--- config.mk ---
export PLATFORM = sky130hd
export DESIGN_NAME = fixed_point_line_rasterizer_clipped_unit_flat
export DESIGN_NICKNAME = d
export VERILOG_FILES = /design/src/flrc_pkg.sv /design/src/flrc_ifs.sv /design/src/fixed_point_line_rasterizer_clipped_unit.sv /design/src/flat_wrapper.sv
export SDC_FILE = /design/constraint.sdc
export NUM_CORES = 1
export LEC_CHECK = 0
export ABC_AREA = 1
export BUFFER_PORTS_ARGS = -buffer_cell sky130_fd_sc_hd__buf_2
export CAP_MARGIN = 20
export CELL_PAD_IN_SITES_DETAIL_PLACEMENT = 1
export CELL_PAD_IN_SITES_GLOBAL_PLACEMENT = 2
export CORE_UTILIZATION = 30
export DETAILED_ROUTE_END_ITERATION = 10
export PLACE_DENSITY_LB_ADDON = 0.2
export SLEW_MARGIN = 15
export SYNTH_ARGS = -nofsm -noshare
export SYNTH_HDL_FRONTEND = slang
export SYNTH_SLANG_ARGS = --single-unit
--- constraint.sdc ---
create_clock -name clk -period 8.5 [get_ports clk]
set_clock_uncertainty 0.05 [all_clocks]
set_input_delay 0 -clock clk [delete_from_list [all_inputs] [get_ports clk]]
set_output_delay 0 -clock clk [all_outputs]
set_load 0.03 [all_outputs]
--- src/flrc_pkg.sv ---
`timescale 1ns / 1ps
// Shared definitions for the clipped fixed-point line rasterizer:
// default widths, configuration register indexes and the microcode table.
// No dependencies.
package flrc_pkg;

	localparam int COORD_BITS_DEF = 12;
	localparam int FRAC_BITS_DEF  = 16;

	// Configuration port
	localparam int CFG_IDX_BITS = 3;
	localparam logic [CFG_IDX_BITS-1:0] CFG_CLIP_ENABLE = 3'd0;
	localparam logic [CFG_IDX_BITS-1:0] CFG_CLIP_LEFT   = 3'd1;
	localparam logic [CFG_IDX_BITS-1:0] CFG_CLIP_TOP    = 3'd2;
	localparam logic [CFG_IDX_BITS-1:0] CFG_CLIP_WIDTH  = 3'd3;
	localparam logic [CFG_IDX_BITS-1:0] CFG_CLIP_HEIGHT = 3'd4;

	// Microcode step addresses
	localparam int STEP_BITS = 3;
	typedef logic [STEP_BITS-1:0] step_t;
	localparam step_t STEP_WAIT     = 3'd0;
	localparam step_t STEP_SETUP    = 3'd1;
	localparam step_t STEP_DIV_INIT = 3'd2;
	localparam step_t STEP_DIV_STEP = 3'd3;
	localparam step_t STEP_DIV_END  = 3'd4;

	typedef enum logic [1:0] {
		JC_NEVER    = 2'd0,
		JC_ALWAYS   = 2'd1,
		JC_NO_START = 2'd2,
		JC_DIV_BUSY = 2'd3
	} jump_cond_t;

	typedef struct packed {
		logic       accept;    // take input transfers, run ticks
		logic       setup;     // pick major axis, order endpoints
		logic       div_init;  // load the slope divider
		logic       div_step;  // one restoring division bit
		logic       div_end;   // sign and store the slope
		jump_cond_t jc;
		step_t      target;
	} ctrl_word_t;

	function automatic ctrl_word_t ucode_rom(step_t addr);
		ctrl_word_t cw;
		cw = '{accept: 1'b0, setup: 1'b0, div_init: 1'b0, div_step: 1'b0,
		       div_end: 1'b0, jc: JC_ALWAYS, target: STEP_WAIT};
		case (addr)
			STEP_WAIT: begin
				cw.accept = 1'b1;
				cw.jc     = JC_NO_START;
				cw.target = STEP_WAIT;
			end
			STEP_SETUP: begin
				cw.setup = 1'b1;
				cw.jc    = JC_NEVER;
			end
			STEP_DIV_INIT: begin
				cw.div_init = 1'b1;
				cw.jc       = JC_NEVER;
			end
			STEP_DIV_STEP: begin
				cw.div_step = 1'b1;
				cw.jc       = JC_DIV_BUSY;
				cw.target   = STEP_DIV_STEP;
			end
			STEP_DIV_END: begin
				cw.div_end = 1'b1;
				cw.jc      = JC_ALWAYS;
				cw.target  = STEP_WAIT;
			end
			default: begin
				cw.jc     = JC_ALWAYS;
				cw.target = STEP_WAIT;
			end
		endcase
		return cw;
	endfunction

endpackage

--- src/flrc_ifs.sv ---
`timescale 1ns / 1ps
// Valid/ready channel interfaces for the line rasterizer: command input and pixel output.
// Depends on flrc_pkg for the default coordinate width.
interface flrc_in_if #(
	parameter int COORD_BITS = flrc_pkg::COORD_BITS_DEF
);
	logic                         valid;
	logic                         ready;
	logic                         mode;
	logic signed [COORD_BITS-1:0] start_x;
	logic signed [COORD_BITS-1:0] start_y;
	logic signed [COORD_BITS-1:0] end_x;
	logic signed [COORD_BITS-1:0] end_y;
	logic        [31:0]           line_color;

	modport source (output valid, mode, start_x, start_y, end_x, end_y, line_color,
		input ready);
	modport sink (input valid, mode, start_x, start_y, end_x, end_y, line_color,
		output ready);
endinterface

interface flrc_out_if #(
	parameter int COORD_BITS = flrc_pkg::COORD_BITS_DEF
);
	logic                         valid;
	logic                         ready;
	logic signed [COORD_BITS-1:0] pixel_x;
	logic signed [COORD_BITS-1:0] pixel_y;
	logic        [31:0]           pixel_color;
	logic                         write_enable;
	logic                         last_pixel;

	modport source (output valid, pixel_x, pixel_y, pixel_color, write_enable, last_pixel,
		input ready);
	modport sink (input valid, pixel_x, pixel_y, pixel_color, write_enable, last_pixel,
		output ready);
endinterface

--- src/fixed_point_line_rasterizer_clipped_unit.sv ---
`timescale 1ns / 1ps
// Clipped fixed-point DDA line rasterizer, top level.
// Depends on flrc_pkg and the channel interfaces in flrc_ifs.sv.

// A start transfer (mode 0) loads two endpoints and a color; each tick
// transfer (mode 1) then yields one pixel, with last_pixel set on the final
// one and write_enable cleared for pixels outside the clip rectangle when
// clip_enable is set. A tick with no line in progress is taken and dropped.
// Pixels stream at one per clock while the sink keeps up; the output
// register lets the next tick be taken in the same cycle that the
// previous pixel is transferred out. A start item holds off the input
// after its transfer while the microcode runs one setup step, one divider
// load, one step per quotient bit of the restoring slope divider
// (COORD_BITS + FRAC_BITS bits), and one step to sign the slope. Control
// comes from a five-step microcode table with a step counter and
// conditional jumps. Configuration writes are taken on any cycle and are
// meant to be issued only while no line is being drawn.
module fixed_point_line_rasterizer_clipped_unit #(
	parameter int COORD_BITS = flrc_pkg::COORD_BITS_DEF,
	parameter int FRAC_BITS  = flrc_pkg::FRAC_BITS_DEF
) (
	input  logic                              clk,
	input  logic                              arst_n,
	input  logic                              cfg_we,
	input  logic [flrc_pkg::CFG_IDX_BITS-1:0] cfg_index,
	input  logic [COORD_BITS-1:0]             cfg_data,
	flrc_in_if.sink                           in_ch,
	flrc_out_if.source                        out_ch
);
	import flrc_pkg::*;

	localparam int C        = COORD_BITS;
	localparam int F        = FRAC_BITS;
	localparam int POS_BITS = C + F + 1;
	localparam int SLP_BITS = F + 2;
	localparam int DVD_BITS = C + F;
	localparam int CNT_BITS = $clog2(DVD_BITS + 1);

	// Configuration registers
	logic                clip_enable_q;
	logic signed [C-1:0] clip_left_q;
	logic signed [C-1:0] clip_top_q;
	logic        [C-1:0] clip_width_q;
	logic        [C-1:0] clip_height_q;

	// Sequencer
	step_t      step_q, step_d;
	ctrl_word_t cw;
	logic       take_jump;

	// Captured start item
	logic signed [C-1:0] x0_q, y0_q, x1_q, y1_q;

	// Line state
	logic                       line_active_q;
	logic                       major_is_x_q;
	logic signed [C-1:0]        major_pos_q;
	logic signed [C-1:0]        major_end_q;
	logic signed [POS_BITS-1:0] minor_pos_q;
	logic signed [SLP_BITS-1:0] minor_slope_q;
	logic [31:0]                color_q;

	// Slope divider
	logic signed [C:0]   dmin_q;
	logic [C-1:0]        divisor_q;
	logic [C-1:0]        rem_q;
	logic [DVD_BITS-1:0] dvd_q;
	logic [CNT_BITS-1:0] div_cnt_q;

	// Output register
	logic                out_valid_q;
	logic signed [C-1:0] px_q, py_q;
	logic [31:0]         pcolor_q;
	logic                pwe_q, plast_q;

	// Handshake
	logic in_ready, in_xfer, start_xfer, tick_xfer, emit;

	assign cw         = ucode_rom(step_q);
	assign in_ready   = cw.accept && (!out_valid_q || out_ch.ready);
	assign in_xfer    = in_ch.valid && in_ready;
	assign start_xfer = in_xfer && !in_ch.mode;
	assign tick_xfer  = in_xfer && in_ch.mode;
	assign emit       = tick_xfer && line_active_q;

	assign in_ch.ready         = in_ready;
	assign out_ch.valid        = out_valid_q;
	assign out_ch.pixel_x      = px_q;
	assign out_ch.pixel_y      = py_q;
	assign out_ch.pixel_color  = pcolor_q;
	assign out_ch.write_enable = pwe_q;
	assign out_ch.last_pixel   = plast_q;

	// Next step: jump to the control word's target when its condition holds,
	// otherwise advance.
	always_comb begin
		case (cw.jc)
			JC_NEVER:    take_jump = 1'b0;
			JC_ALWAYS:   take_jump = 1'b1;
			JC_NO_START: take_jump = !start_xfer;
			JC_DIV_BUSY: take_jump = (div_cnt_q != CNT_BITS'(1));
			default:     take_jump = 1'b1;
		endcase
		step_d = take_jump ? cw.target : step_t'(step_q + 1'b1);
	end

	// Setup: major axis choice and endpoint ordering.
	logic signed [C:0]   dx, dy, dmaj, dmin;
	logic        [C:0]   adx, ady;
	logic                sel_x, swap;
	logic signed [C-1:0] ma0, ma1, mi0, mi1;
	logic signed [C-1:0] ma_lo, ma_hi, mi_lo, mi_hi;

	always_comb begin
		dx    = {x1_q[C-1], x1_q} - {x0_q[C-1], x0_q};
		dy    = {y1_q[C-1], y1_q} - {y0_q[C-1], y0_q};
		adx   = dx[C] ? -dx : dx;
		ady   = dy[C] ? -dy : dy;
		sel_x = (adx >= ady);
		ma0   = sel_x ? x0_q : y0_q;
		ma1   = sel_x ? x1_q : y1_q;
		mi0   = sel_x ? y0_q : x0_q;
		mi1   = sel_x ? y1_q : x1_q;
		swap  = (ma1 < ma0);
		ma_lo = swap ? ma1 : ma0;
		ma_hi = swap ? ma0 : ma1;
		mi_lo = swap ? mi1 : mi0;
		mi_hi = swap ? mi0 : mi1;
		dmaj  = {ma_hi[C-1], ma_hi} - {ma_lo[C-1], ma_lo};
		dmin  = {mi_hi[C-1], mi_hi} - {mi_lo[C-1], mi_lo};
	end

	// Divider: one restoring quotient bit per step. The minor delta never
	// exceeds the major delta, so the magnitude fits COORD_BITS bits.
	logic [C:0] abs_min, trial, trial_sub;
	logic       q_bit;
	logic [F:0] quot;
	logic signed [SLP_BITS-1:0] slope_pos;

	always_comb begin
		abs_min   = dmin_q[C] ? -dmin_q : dmin_q;
		trial     = {rem_q, dvd_q[DVD_BITS-1]};
		trial_sub = trial - {1'b0, divisor_q};
		q_bit     = (trial >= {1'b0, divisor_q});
		quot      = dvd_q[F:0];
		slope_pos = {1'b0, quot};
	end

	// Pixel: minor coordinate by arithmetic shift, clip against the rectangle.
	logic signed [C:0]   minor_int, pix_x, pix_y;
	logic signed [C+1:0] right_e, bottom_e, left_e, top_e, xe, ye;
	logic                in_clip, last;

	always_comb begin
		minor_int = minor_pos_q[POS_BITS-1:F];
		pix_x     = major_is_x_q ? {major_pos_q[C-1], major_pos_q} : minor_int;
		pix_y     = major_is_x_q ? minor_int : {major_pos_q[C-1], major_pos_q};
		xe        = {pix_x[C], pix_x};
		ye        = {pix_y[C], pix_y};
		left_e    = {{2{clip_left_q[C-1]}}, clip_left_q};
		top_e     = {{2{clip_top_q[C-1]}}, clip_top_q};
		right_e   = left_e + {2'b00, clip_width_q};
		bottom_e  = top_e + {2'b00, clip_height_q};
		in_clip   = (xe >= left_e) && (xe < right_e) && (ye >= top_e) && (ye < bottom_e);
		last      = (major_pos_q >= major_end_q);
	end

	// Configuration writes; indexes beyond the list are ignored.
	always_ff @(posedge clk or negedge arst_n) begin
		if (!arst_n) begin
			clip_enable_q <= 1'b0;
			clip_left_q   <= '0;
			clip_top_q    <= '0;
			clip_width_q  <= '0;
			clip_height_q <= '0;
		end else if (cfg_we) begin
			case (cfg_index)
				CFG_CLIP_ENABLE: clip_enable_q <= cfg_data[0];
				CFG_CLIP_LEFT:   clip_left_q   <= cfg_data;
				CFG_CLIP_TOP:    clip_top_q    <= cfg_data;
				CFG_CLIP_WIDTH:  clip_width_q  <= cfg_data;
				CFG_CLIP_HEIGHT: clip_height_q <= cfg_data;
				default: ;
			endcase
		end
	end

	// Control state: step counter, line activity, output valid.
	always_ff @(posedge clk or negedge arst_n) begin
		if (!arst_n) begin
			step_q        <= STEP_WAIT;
			line_active_q <= 1'b0;
			out_valid_q   <= 1'b0;
			div_cnt_q     <= '0;
		end else begin
			step_q <= step_d;
			// a start replaces any line in progress; the final pixel ends it
			if (start_xfer) begin
				line_active_q <= 1'b1;
			end else if (emit && last) begin
				line_active_q <= 1'b0;
			end
			if (emit) begin
				out_valid_q <= 1'b1;
			end else if (out_ch.ready) begin
				out_valid_q <= 1'b0;
			end
			if (cw.div_init) begin
				div_cnt_q <= CNT_BITS'(DVD_BITS);
			end else if (cw.div_step) begin
				div_cnt_q <= div_cnt_q - 1'b1;
			end
		end
	end

	// Datapath registers.
	always_ff @(posedge clk) begin
		if (start_xfer) begin
			x0_q    <= in_ch.start_x;
			y0_q    <= in_ch.start_y;
			x1_q    <= in_ch.end_x;
			y1_q    <= in_ch.end_y;
			color_q <= in_ch.line_color;
		end
		if (cw.setup) begin
			major_is_x_q <= sel_x;
			major_pos_q  <= ma_lo;
			major_end_q  <= ma_hi;
			minor_pos_q  <= {mi_lo[C-1], mi_lo, {F{1'b0}}};
			dmin_q       <= dmin;
			divisor_q    <= dmaj[C-1:0];
		end
		if (cw.div_init) begin
			rem_q <= '0;
			dvd_q <= {abs_min[C-1:0], {F{1'b0}}};
		end
		if (cw.div_step) begin
			rem_q <= q_bit ? trial_sub[C-1:0] : trial[C-1:0];
			dvd_q <= {dvd_q[DVD_BITS-2:0], q_bit};
		end
		// truncate toward zero: divide magnitudes, then apply the sign
		if (cw.div_end) begin
			if (divisor_q == '0) begin
				minor_slope_q <= '0;
			end else if (dmin_q[C]) begin
				minor_slope_q <= -slope_pos;
			end else begin
				minor_slope_q <= slope_pos;
			end
		end
		if (emit) begin
			px_q     <= pix_x[C-1:0];
			py_q     <= pix_y[C-1:0];
			pcolor_q <= color_q;
			pwe_q    <= !clip_enable_q || in_clip;
			plast_q  <= last;
			// advance the DDA unless this was the final pixel
			if (!last) begin
				major_pos_q <= major_pos_q + 1'b1;
				minor_pos_q <= minor_pos_q + {{(POS_BITS-SLP_BITS){minor_slope_q[SLP_BITS-1]}},
					minor_slope_q};
			end
		end
	end

endmodule

--- src/flat_wrapper.sv ---
// flat-port wrapper written by rule: the top's interface ports become plain ports
module fixed_point_line_rasterizer_clipped_unit_flat import flrc_pkg::*;
#(
	parameter int COORD_BITS = flrc_pkg::COORD_BITS_DEF,
	parameter int FRAC_BITS  = flrc_pkg::FRAC_BITS_DEF
)
  (clk, arst_n, cfg_we, cfg_index, cfg_data, in_ch_valid, in_ch_mode, in_ch_start_x, in_ch_start_y, in_ch_end_x, in_ch_end_y, in_ch_line_color, in_ch_ready, out_ch_valid, out_ch_pixel_x, out_ch_pixel_y, out_ch_pixel_color, out_ch_write_enable, out_ch_last_pixel, out_ch_ready);
  flrc_in_if #(.COORD_BITS(COORD_BITS)) in_ch_i ();
  flrc_out_if #(.COORD_BITS(COORD_BITS)) out_ch_i ();
  input  logic clk;
  input  logic arst_n;
  input  logic cfg_we;
  input  logic [flrc_pkg::CFG_IDX_BITS-1:0] cfg_index;
  input  logic [COORD_BITS-1:0] cfg_data;
  input wire logic [$bits(in_ch_i.valid)-1:0] in_ch_valid;
  input wire logic [$bits(in_ch_i.mode)-1:0] in_ch_mode;
  input wire logic [$bits(in_ch_i.start_x)-1:0] in_ch_start_x;
  input wire logic [$bits(in_ch_i.start_y)-1:0] in_ch_start_y;
  input wire logic [$bits(in_ch_i.end_x)-1:0] in_ch_end_x;
  input wire logic [$bits(in_ch_i.end_y)-1:0] in_ch_end_y;
  input wire logic [$bits(in_ch_i.line_color)-1:0] in_ch_line_color;
  output wire logic [$bits(in_ch_i.ready)-1:0] in_ch_ready;
  output wire logic [$bits(out_ch_i.valid)-1:0] out_ch_valid;
  output wire logic [$bits(out_ch_i.pixel_x)-1:0] out_ch_pixel_x;
  output wire logic [$bits(out_ch_i.pixel_y)-1:0] out_ch_pixel_y;
  output wire logic [$bits(out_ch_i.pixel_color)-1:0] out_ch_pixel_color;
  output wire logic [$bits(out_ch_i.write_enable)-1:0] out_ch_write_enable;
  output wire logic [$bits(out_ch_i.last_pixel)-1:0] out_ch_last_pixel;
  input wire logic [$bits(out_ch_i.ready)-1:0] out_ch_ready;
  assign in_ch_i.valid = in_ch_valid;
  assign in_ch_i.mode = in_ch_mode;
  assign in_ch_i.start_x = in_ch_start_x;
  assign in_ch_i.start_y = in_ch_start_y;
  assign in_ch_i.end_x = in_ch_end_x;
  assign in_ch_i.end_y = in_ch_end_y;
  assign in_ch_i.line_color = in_ch_line_color;
  assign in_ch_ready = in_ch_i.ready;
  assign out_ch_valid = out_ch_i.valid;
  assign out_ch_pixel_x = out_ch_i.pixel_x;
  assign out_ch_pixel_y = out_ch_i.pixel_y;
  assign out_ch_pixel_color = out_ch_i.pixel_color;
  assign out_ch_write_enable = out_ch_i.write_enable;
  assign out_ch_last_pixel = out_ch_i.last_pixel;
  assign out_ch_i.ready = out_ch_ready;
  fixed_point_line_rasterizer_clipped_unit #(.COORD_BITS(COORD_BITS), .FRAC_BITS(FRAC_BITS)) u_core (.clk(clk), .arst_n(arst_n), .cfg_we(cfg_we), .cfg_index(cfg_index), .cfg_data(cfg_data), .in_ch(in_ch_i), .out_ch(out_ch_i));
endmodule
Word level (Yosys, flattened, before mapping)
Index checks and enable logic that the tools add are counted.
{"block": "classes", "add_sub_neg": 15, "mul": 0, "div": 0, "n_lt_le_gt_ge": 8, "n_eq_ne": 12, "shifts": 0, "mux": 40, "bitwise_logic": 1, "n_reduce_logical": 29}
{"op": "two-way mux 12 bit", "count": 15}
{"op": "two-way mux 29 bit", "count": 3}
{"op": "two-way mux 28 bit", "count": 2}
{"op": "two-way mux 13 bit", "count": 4}
{"op": ">= comparator 13 x 12 -> 1 bit", "count": 3}
{"op": "subtractor 12 x 12 -> 13 bit", "count": 3}
{"op": "adder 29 bit", "count": 1}
{"op": "adder 12 x 13 -> 14 bit", "count": 2}
{"op": "< comparator 13 x 14 -> 1 bit", "count": 2}
{"op": "negator 13 bit", "count": 2}
{"op": "subtractor 12 bit", "count": 2}
{"op": "negator 17 -> 18 bit", "count": 1}
{"op": "two-way mux 17 bit", "count": 1}
{"op": ">= comparator 13 bit", "count": 1}
{"op": "adder 12 x 1 -> 12 bit, second input constant", "count": 1}
{"op": "== test 3 x 2 -> 1 bit, second input constant", "count": 4}
{"op": ">= comparator 12 bit", "count": 1}
{"op": "logical NOT 12 bit", "count": 1}
{"op": "< comparator 12 bit", "count": 1}
{"op": "negator 12 bit", "count": 1}
{"op": "two-way mux 5 bit", "count": 2}
{"op": "AND reduction 2 bit", "count": 5}
{"op": "logical AND 1 bit", "count": 9}
{"op": "two-way mux 1 bit", "count": 9}
{"op": "18 further kinds", "count": 29}
{"block": "word_totals", "register_bits": 334, "latchBits": 0, "ram_bits": 0, "mem_bits_ro": 0, "inputBits": 101, "out_inout_bits": 60, "n_memories": 0}

Depth between registers and ports, before layout
{"block": "depth", "depth_word": 10, "ltp_mapped": 57}

Worst setup path before layout
No wires, ideal clock.
{"block": "synth_path", "path_type": "register to register", "start": "register u_core.x0_q[0]", "end": "register u_core.dmin_q[11] (data pin)", "setup_time_ns": 0.265, "t_arrival_ns": 8.492, "required_time_ns": 8.185, "setup_slack_ns": -0.307, "path_stages_with_launch": 54, "synth_period_minus_slack_ns": 8.807, "path_cell_list": "edfxtp_1 ha_1 fa_1 o21ai_0 a21oi_1 o21bai_1 a21oi_1 o21bai_1 a21oi_1 o21bai_1 nand2_1 a22oi_1 inv_1 nand2_1 xor2_1 inv_1 ha_1 nand2_1 (+18 left out) nand2_4 buf_6 buf_2 clkbuf_1 o21ai_0 ha_1 nand3_1 and2_1 inv_1 a21oi_1 o21bai_1 nand2_1 nand2_1 a21oi_1 o21ai_0 a21oi_1 o21ai_0 xor2_1"}
{"block": "synth_via", "elab_chain_len": 8, "elab_cells_between_ends": 12, "classes_between": "add/sub: 3; order compare: 2; mux: 7"}
{"element": "start, declared", "line": "fixed_point_line_rasterizer_clipped_unit.sv:52", "text": "logic signed [C-1:0] x0_q, y0_q, x1_q, y1_q;"}
{"element": "start signal, assigned", "line": "fixed_point_line_rasterizer_clipped_unit.sv:219", "text": "x0_q <= in_ch.start_x;"}
{"element": "subtractor 12 x 12 -> 13 bit", "line": "fixed_point_line_rasterizer_clipped_unit.sv:115", "text": "dx = {x1_q[C-1], x1_q} - {x0_q[C-1], x0_q};"}
{"element": "negator 13 bit", "line": "fixed_point_line_rasterizer_clipped_unit.sv:117", "text": "adx = dx[C] ? -dx : dx;"}
{"element": "two-way mux 13 bit", "line": "fixed_point_line_rasterizer_clipped_unit.sv:117"}
{"element": ">= comparator 13 bit", "line": "fixed_point_line_rasterizer_clipped_unit.sv:119", "text": "sel_x = (adx >= ady);"}
{"element": "two-way mux 12 bit (on tied branches)", "line": "fixed_point_line_rasterizer_clipped_unit.sv:121, fixed_point_line_rasterizer_clipped_unit.sv:120"}
{"element": "< comparator 12 bit", "line": "fixed_point_line_rasterizer_clipped_unit.sv:124", "text": "swap = (ma1 < ma0);"}
{"element": "two-way mux 12 bit (on tied branches)", "line": "fixed_point_line_rasterizer_clipped_unit.sv:128, fixed_point_line_rasterizer_clipped_unit.sv:127"}
{"element": "subtractor 12 x 12 -> 13 bit (*)", "line": "fixed_point_line_rasterizer_clipped_unit.sv:130", "text": "dmin = {mi_hi[C-1], mi_hi} - {mi_lo[C-1], mi_lo};"}
{"element": "named net u_core.dmin[11]", "line": "fixed_point_line_rasterizer_clipped_unit.sv:108", "text": "logic signed [C:0] dx, dy, dmaj, dmin;"}
{"element": "end signal, assigned", "line": "fixed_point_line_rasterizer_clipped_unit.sv:230", "text": "dmin_q <= dmin;"}
{"element": "end, declared", "line": "fixed_point_line_rasterizer_clipped_unit.sv:64", "text": "logic signed [C:0] dmin_q;"}
The timed path passes the listed nets; every way through them passes the cells marked *.
A chain may end at the register's enable or synchronous reset.

Final worst setup path
{"block": "layout_path", "start": "register u_core.y0_q[0]", "end": "register u_core.dmin_q[11] (data pin)"}
{"block": "layout_via", "elab_chain_len": 8, "elab_cells_between_ends": 12, "classes_between": "add/sub: 3; order compare: 2; mux: 7"}
{"element": "start, declared", "line": "fixed_point_line_rasterizer_clipped_unit.sv:52"}
{"element": "start signal, assigned", "line": "fixed_point_line_rasterizer_clipped_unit.sv:220", "text": "y0_q <= in_ch.start_y;"}
{"element": "subtractor 12 x 12 -> 13 bit", "line": "fixed_point_line_rasterizer_clipped_unit.sv:116", "text": "dy = {y1_q[C-1], y1_q} - {y0_q[C-1], y0_q};"}
{"element": "negator 13 bit", "line": "fixed_point_line_rasterizer_clipped_unit.sv:118", "text": "ady = dy[C] ? -dy : dy;"}
{"element": "two-way mux 13 bit", "line": "fixed_point_line_rasterizer_clipped_unit.sv:118"}
{"element": ">= comparator 13 bit", "line": "fixed_point_line_rasterizer_clipped_unit.sv:119"}
{"element": "two-way mux 12 bit (on tied branches)", "line": "fixed_point_line_rasterizer_clipped_unit.sv:121, fixed_point_line_rasterizer_clipped_unit.sv:120"}
{"element": "< comparator 12 bit", "line": "fixed_point_line_rasterizer_clipped_unit.sv:124"}
{"element": "two-way mux 12 bit (on tied branches)", "line": "fixed_point_line_rasterizer_clipped_unit.sv:128, fixed_point_line_rasterizer_clipped_unit.sv:127"}
{"element": "subtractor 12 x 12 -> 13 bit (*)", "line": "fixed_point_line_rasterizer_clipped_unit.sv:130"}
{"element": "named net u_core.dmin[11]", "line": "fixed_point_line_rasterizer_clipped_unit.sv:108"}
Marks and branches as above.

==> flow_summary.toml <==
[floorplan]
dieHeight_um = 265
dieArea_um2 = 70400
initial_core_util_pct = 30.3
rows = 96
core_um2 = 68600
num_io_pins = 161
chipWidth_um = 265

[clock_tree]
cts.clk_slew.worst_paths_ns = 0.06
cts-buffers-inserted = 41
clkLatencyLatePin_ns = 0.56
h-tree-depth = 2
cts_root_buf = "clkbuf_16"
cts_sinks = 334
cts_buffer_depth = 3
cts_tree = "done"

[sta]
slew_violations = 0
maxSlewHeadroom_pct = 34.8
max_freq_mhz = 125
min_period_ns = 7.99
min_period_over_period_pct = 94.0
final-hold-violation-count = 0
finalSetupViolCount = 0
setup_ws_ns = 0.509
worst_slew_pin_slew_ns = 0.977

[placed_design]
io_buffer_count = 160
gp_congestion = 0.867
dp_cells = 3403
pre_cts_ws_ns = 0.0805
dp_hpwl_um = 49500

[global_routing]
grt_max_degree = 76
grt_pass1_wl_um = 99000
grt_usage_pct = 18.1
grt_pass1_vias = 17800
antenna_found_initial = 4
grt-ovfl-total = 0

[critical_path]
cp.required_ns = 8.75
cp_slowest_stage_delay_ns = 0.42
cp-start-kind = "flop"
critical_path.slowest_cell = "edfxtp_1"
critPathArrivalTime_ns = 8.24
crit_fanout = 21
crit_top_cell = "nand2_1"
crit_type = "flop to flop"
setup.worst_path.end_class = "flop"

[min_path]
hp-class = "primary input to flop"

[finish]
area_growth_pct = 21.5
post-route-util_pct = 36.9
seq_area_um2 = 9320
layout_commonest_cell = "nand2_1"
multiInputGateArea_um2 = 10100
n_fill_cell = 8034
fin_nets = 2933
instances_no_fill = 3587
drive_gt1_share_pct = 12.0
most-common-layout-cells = "452 x nand2_1, 312 x inv_1, 234 x edfxtp_1"

[synthesis]
ys_warn_count = 0
avgSynthCellArea_um2 = 8.87
ys_seq_area_share_pct = 44.8
synth_cell_type_count = 54
ys.flop_type = "edfxtp_1"
synth_edf_count = 234
async_reset_ff_share_pct = 17.7
yosys.area.top_type = "edfxtp_1"
netlist_area_um2 = 20800
yosys-top-cells-area = "edfxtp_1 34%, ha_1 12%, nand2_1 8.2%, dfrtp_1 7.1%, o21ai_0 6.2%"
syn_nets = 2655
ys_ff_latch = 334
synth_cells = 2346
synth_top_cell_area_share_pct = 33.8

[detailed_routing]
drtPass1Iterations = 4
wl_per_cell_um = 17.8
vias = 17000
route.antenna.remaining_nets = 0
routed_via_density = 4.74
drt_iter0_drc = 629
routed_wl_um = 63900
drc_errors = 0

[run_status]
status = "complete, no violations"

[job]
max_cap_viol_count = 0
==> sequential cells by signal, indices dropped and copies added, names as in the netlist, 3 cells and up <==
signal                     count
u_core.color_q                32
u_core.out_ch.pixel_color     32
u_core.minor_pos_q            29
u_core.dvd_q                  28
u_core.minor_slope_q          18
u_core.dmin_q                 13
u_core.clip_height_q          12
u_core.clip_left_q            12
u_core.clip_top_q             12
u_core.clip_width_q           12
u_core.divisor_q              12
u_core.major_end_q            12
u_core.major_pos_q            12
u_core.out_ch.pixel_x         12
u_core.out_ch.pixel_y         12
u_core.rem_q                  12
u_core.x0_q                   12
u_core.x1_q                   12
u_core.y0_q                   12
u_core.y1_q                   12
u_core.div_cnt_q               5
u_core.step_q                  3
==> synth_stat cells, types with 15 or more instances <==
master and count:
clkbuf_1 46, dfxtp_1 41, nor2_1 104, nand2_1 453
nor3_1 30, edfxtp_1 234, dfrtp_1 59, inv_1 317
o21ai_0 256, ha_1 201, o21bai_1 24, a21oi_1 189
nand4_1 16, nand3_1 76, nand2_2 15, xnor2_1 43
o21ai_1 20, xor2_1 87
==> logic make-up after synthesis <==
logic type	after synthesis	share of synthesized area, %
compound gates	554	14.4
fa+ha+maj	208	12.8
xor+xnor	130	5.47
simple gates	737	15.5
flops	334	44.8
buf+inv	383	7.10
==> final timing paths <==
kind,depth (start not counted),to,start,slack [ns]
min reg2reg,0,u_core.out_ch.pixel_color[11],u_core.color_q[11],0.37
max,47,u_core.dmin_q[11],u_core.y0_q[0],0.51
max reg2reg,47,u_core.dmin_q[11],u_core.y0_q[0],0.51
min in group asynchronous,3,u_core.clip_height_q[3],arst_n,0.11
max in group asynchronous,3,u_core.clip_width_q[11],arst_n,7.74
min,2,u_core.y1_q[5],in_ch_end_y[5],0.1
==> per-layer routing <==
layer	track usage (%)	share of wire [%]	routed length (um)	vias up
li1	-	-	-	8533
met2	31.3	48	30900	238
met3	2.41	2.9	1870	86
met5	0	0	0	-
met1	23.3	46	29400	8161
met4	5.42	2.7	1730	0
==> through the flow <==
| stage | hold WS (ns) | cell area (um^2) | TNS, ns |
|---|---|---|---|
| after detailed placement | 0.128 | 22700 | 0 |
| after global placement | 0.127 | 22700 | 0 |
| after floorplan | -0.346 | 20800 | 0 |
| after CTS | 0.0561 | 25100 | 0 |
| after global routing | 0.0744 | 25300 | -0.0337 |
| final | 0.0987 | 25300 | 0 |
==> cell type report <==
class	instances	share of cell area, %
sequential	334	36.9
timing repair buffer	291	8.19
clock buffer	57	4.58
inverter	325	4.83
antenna	1	0.00990
tap	931	4.61
clock inverter	17	0.802
multi-input combinational	1631	40.1
==> worst max-delay path, delay by kind of cell (launching register included) <==
| family | cells | cell delay [ns] |
|---|---|---|
| AO/OA/AOI/OAI | 20 | 3.00 |
| flip-flops | 1 | 0.42 |
| XOR/XNOR | 2 | 0.37 |
| AND/OR/NAND/NOR | 15 | 1.64 |
| adder cells (fa/ha/maj) | 5 | 1.54 |
| buffers and inverters | 5 | 0.68 |
==> timing repair <==
action,in CTS,in global routing
resized for setup,0,44
hold endpoints to repair,195,0
hold buffers,101,0
setup buffers,0,5
endpoints found under the setup margin,0,9
Power is left out: the tool's default activity adds up to more than one toggle a clock period on the data nets, which glitch-free logic cannot reach.
